[src/rtl/core/salc_ram.sv]
// Generic simple dual-port RAM: one write port, one read port, registered read.
// Read-first on a same-address collision. No dependencies.
module salc_ram #(
    parameter int WIDTH = 8,
    parameter int DEPTH = 256
) (
    input  logic                     i_clk,
    input  logic                     i_we,
    input  logic [$clog2(DEPTH)-1:0] i_waddr,
    input  logic [WIDTH-1:0]         i_wdata,
    input  logic                     i_re,
    input  logic [$clog2(DEPTH)-1:0] i_raddr,
    output logic [WIDTH-1:0]         o_rdata
);

    logic [WIDTH-1:0] r_mem [DEPTH];
    logic [WIDTH-1:0] r_rdata;

    // Write the array and register the read data
    always_ff @(posedge i_clk) begin
        if (i_we) begin
            r_mem[i_waddr] <= i_wdata;
        end
        if (i_re) begin
            r_rdata <= r_mem[i_raddr];
        end
    end

    assign o_rdata = r_rdata;

endmodule

[config.mk]
export PLATFORM = sky130hd
export DESIGN_NAME = salc_ram
export DESIGN_NICKNAME = d
export VERILOG_FILES = /design/src/rtl/core/salc_ram.sv
export SDC_FILE = /design/constraint.sdc
export NUM_CORES = 2
export LEC_CHECK = 0
export BUFFER_PORTS_ARGS = -buffer_cell sky130_fd_sc_hd__buf_2
export CAP_MARGIN = 10
export CORE_MARGIN = 3
export CORE_UTILIZATION = 40
export DETAILED_ROUTE_END_ITERATION = 16
export PLACE_DENSITY_LB_ADDON = 0.12
export SLEW_MARGIN = 5
export SYNTH_ARGS = -nofsm -noshare
export SYNTH_HDL_FRONTEND = slang
export SYNTH_SLANG_ARGS = --single-unit
[constraint.sdc]
create_clock -name i_clk -period 2.9 [get_ports i_clk]
set_clock_uncertainty 0.2 [all_clocks]
set_input_delay 0.145 -clock i_clk [delete_from_list [all_inputs] [get_ports i_clk]]
set_output_delay 0.145 -clock i_clk [all_outputs]
set_load 0.02 [all_outputs]
==> results.ini <==
[timing]
maxClockFrequency_mhz = 350
tightest_hold_margin_ns = 0.0734
time_the_final_worst_path_needs_with_i_o_delays_and_setup_ns = 2.86
max_slew.worst_pin.slew_ns = 1.04
hold_viol_final = 0
finalWorstSetupSlack_ns = 0.0430
report.final.slew_viol_count = 0
total_of_endpoints_with_negative_setup_slack_in_the_final_report = 0
rsz0062_at_grt = false
slew_headroom = 0.302
min_period_over_period = 0.985

[route]
avgViaCountPerCell = 5.51
detailed_route_wl_mm = 215
routed_wire_length_per_instance_um = 29.6
remaining_drc_errors = 0
dr_total_vias = 39982
drt_iter0_markers = 3921
antenna_left = 0
dr.pass1.iters = 5

[flow_run]
cap_viol_max_count = 0

[synthesis]
synth_edf_count = 2056
yosys.area_share.xor_xnor = 0
main_combinational_cell_family_by_area_after_synthesis = multiplexers
ys_async_sr_fraction = 0
ys_warn_count = 0
postSynth.topFlopCell = edfxtp_1
syn-instance-count = 3733
post_synth_mux_area_share = 0.146
synth_sequential_area_ratio = 0.775
average_cell_area_after_synthesis_sq_um = 21.3
synth.cell_area_sq_um = 79600
yosys_register_bits = 2056
simple_gate_portion_of_the_synthesized_area = 0.0263
syn-num-nets = 3760
ys_types = 54
compound_gate_fraction_of_synth_area = 0.0342
yosys.area_share.adder = 0

[floorplan]
core_sq_um = 198000
die_height_um = 452
floorplan.io_pins = 35
die_width_um = 452
fp.dieArea_sq_um = 204000
std_cell_rows = 163
initial_core_utilization = 0.403

[global_routing]
gr_usage_total = 0.211
globalRouteOverflowTotal = 0
grtUsageMet1 = 0.304
grt_max_degree = 142
grtUsageMet2 = 0.339
grt_pass1_wl_mm = 309
number_of_antenna_violations_at_the_first_check_in_global_routing = 11
first_global_vias = 41372
global_route.usage.met3 = 0.0349
busiest_layer = met2

[power]
internal_power_mw = 49.3
share_clk_of_total_power = 0.422
p_leak_nw = 30.5
comb_power_share = 0.055
seq_power_share = 0.523
net_switching_power_figure_mw = 13.5
irDropWorstVdd_v = 0.000516
netSwitchingFraction = 0.216
powerDensity_nw_per_um2 = 663

[layout]
area_growth_from_synthesis_to_layout_pct = 19.0
finalInstanceArea_sq_um = 94800
drive_above_1_share = 0.317
postLayoutCoreUtil = 0.480
fillCellCount = 16302
ff_latch_area_sq_um = 61700
multi_input_gate_area_in_the_final_layout_sq_um = 16600
final_nets = 4446

[placed_design]
dpl_cell_area_sq_um = 87700
detailed_place_hpwl_mm = 140
detailedPlace.worstSlack_ns = -0.987
gpl.final_weighted_congestion = 0.833
portBuffers = 34

[cts]
numCtsBuffers = 214
path_clk_slew_ns = 0.06
max-clock-path-buffers = 3
clk-insertion-delay-late_ns = 0.85
cts_tree = done
cts_sinks = 2056
cts.root.buffer_cell = clkbuf_16
htreeDepth = 4

[setup_path]
cp.arrival_ns = 3.20
worst_path_dominant_cell_family = simple AND/OR/NAND/NOR gates
worst_setup_path_start_kind = flop
critical_path.max_stage_delay_ns = 0.82
worst_path_max_delay_cell = nor4_1
path_buf_inv = 0
crit_top_cell = nor4_1
timing.critical_path.required_ns = 3.24
critical_path.cell_chain = mux4_2 > a22oi_1 > a21oi_1 > nor4_1 > nor4_1
worst_path_class_setup = reg2reg
cp_max_fo = 1
crit_path_end_kind = flop

[run_status]
outcome = finished clean

[min_path]
hold_class = in2reg

==> routing by layer <==
layer | vias to the layer above | part of all wire
li1 | 17127 | -
met1 | 21540 | 0.44
met2 | 1056 | 0.48
met3 | 253 | 0.052
met4 | 6 | 0.019
met5 | - | 0.00015
==> metrics by stage <==
| step | TNS, ns | total power, mW | cells |
|---|---|---|---|
| 2_1_floorplan | 0 | 35.0 | 3733 |
| 3_3_place_gp | -4.02 | 36.9 | 6821 |
| 3_5_place_dp | -3.98 | 36.9 | 6821 |
| 4_1_cts | 0 | 63.5 | 7249 |
| 5_1_grt | 0 | 65.0 | 7250 |
| 6_report | 0 | 62.8 | 7254 |
==> cell usage after synthesis, drive strengths merged, types with 6 or more instances <==
library cell / count / area share
edfxtp: 2056 / 0.78
mux4: 456 / 0.13
nor2: 282 / 0.013
mux2i: 134 / 0.017
a22oi: 133 / 0.013
buf: 122 / 0.013
clkbuf: 111 / 0.0052
a21oi: 96 / 0.0060
o221ai: 47 / 0.0052
nand3: 34 / 0.0021
nand2: 33 / 0.0016
nor2b: 31 / 0.0024
o22ai: 28 / 0.0022
nor4: 27 / 0.0024
nor3: 22 / 0.0014
a211oi: 16 / 0.0015
a221oi: 14 / 0.0016
o21ai: 12 / 0.00075
nand4: 10 / 0.00079
o211ai: 10 / 0.00094
a22o: 8 / 0.00088
nand2b: 8 / 0.00063
and2: 6 / 0.00047
==> final timing paths <==
check / start / end / slack (ns) / cells past startpoint
worst max-delay path: r_mem[241][1] / o_rdata[1] / 0.04 / 5
worst min register to register: r_mem[41][3] / o_rdata[3] / 1.05 / 7
worst max register to register: r_mem[241][1] / o_rdata[1] / 0.04 / 5
worst min-delay path: i_wdata[0] / r_mem[240][0] / 0.07 / 2
==> cells by family after synthesis <==
family	Yosys count
buffers and inverters	235
DFF	2056
AOI/OAI and AO/OA	385
muxes	591
and+or+nand+nor	466
==> cells in the final DEF, fill, tap and decap left out, types with 5 or more instances in the layout <==
cell type         n
clkbuf_16       216
nand4_1          10
a221oi_1         13
clkbuf_1         47
a211oi_1         16
buf_8            10
a22oi_1         133
buf_4           570
a22o_1            8
inv_6             7
clkinv_2         40
mux4_2          454
nand3_1          27
diode_2           5
nand3_2           7
buf_12           79
nor2_1          279
mux2i_1         134
dlygate4sd3_1    22
nor3_1           21
nor4_2            6
o22a_1            5
o221ai_1         46
nand2b_1          8
and2_1            5
clkinv_1         65
nor2b_1          28
o211ai_1         10
nand2_1          33
a21oi_1          96
buf_2            22
o21ai_0          10
o22ai_1          28
bufinv_16        16
edfxtp_1       2056
nor4_1           20
==> cell type report <==
| cell class | instances | share of cell area |
|---|---|---|
| antenna | 5 | 0.000132 |
| clock buffer | 263 | 0.0589 |
| clock inverter | 143 | 0.0128 |
| inverter | 2 | 0.0000792 |
| multi-input combinational | 1442 | 0.175 |
| sequential | 2056 | 0.651 |
| tap | 2640 | 0.0349 |
| timing repair buffer | 703 | 0.0669 |
==> power groups by stage <==
stage	sequential [mW]	clock [mW]	combinational, mW
6_report	32.8	26.5	3.47
5_1_grt	32.8	28.5	3.68
4_1_cts	32.8	27.2	3.53
3_5_place_dp	33.5	0	3.49
3_3_place_gp	33.5	0	3.47
2_1_floorplan	33.4	0	1.59
==> state kept, by name (all words and copies together) (netlist names) <==
signal and flops:
r_mem 2048, o_rdata 8
==> what timing repair did <==
item / CTS / global route
setup buffers: 0 / 0
gates resized for setup: 4 / 2
endpoints found under the hold margin: 2751 / 0
hold buffers: 22 / 0
setup endpoints to repair: 2 / 2
Note: power is estimated with default switching activity, not from simulation.
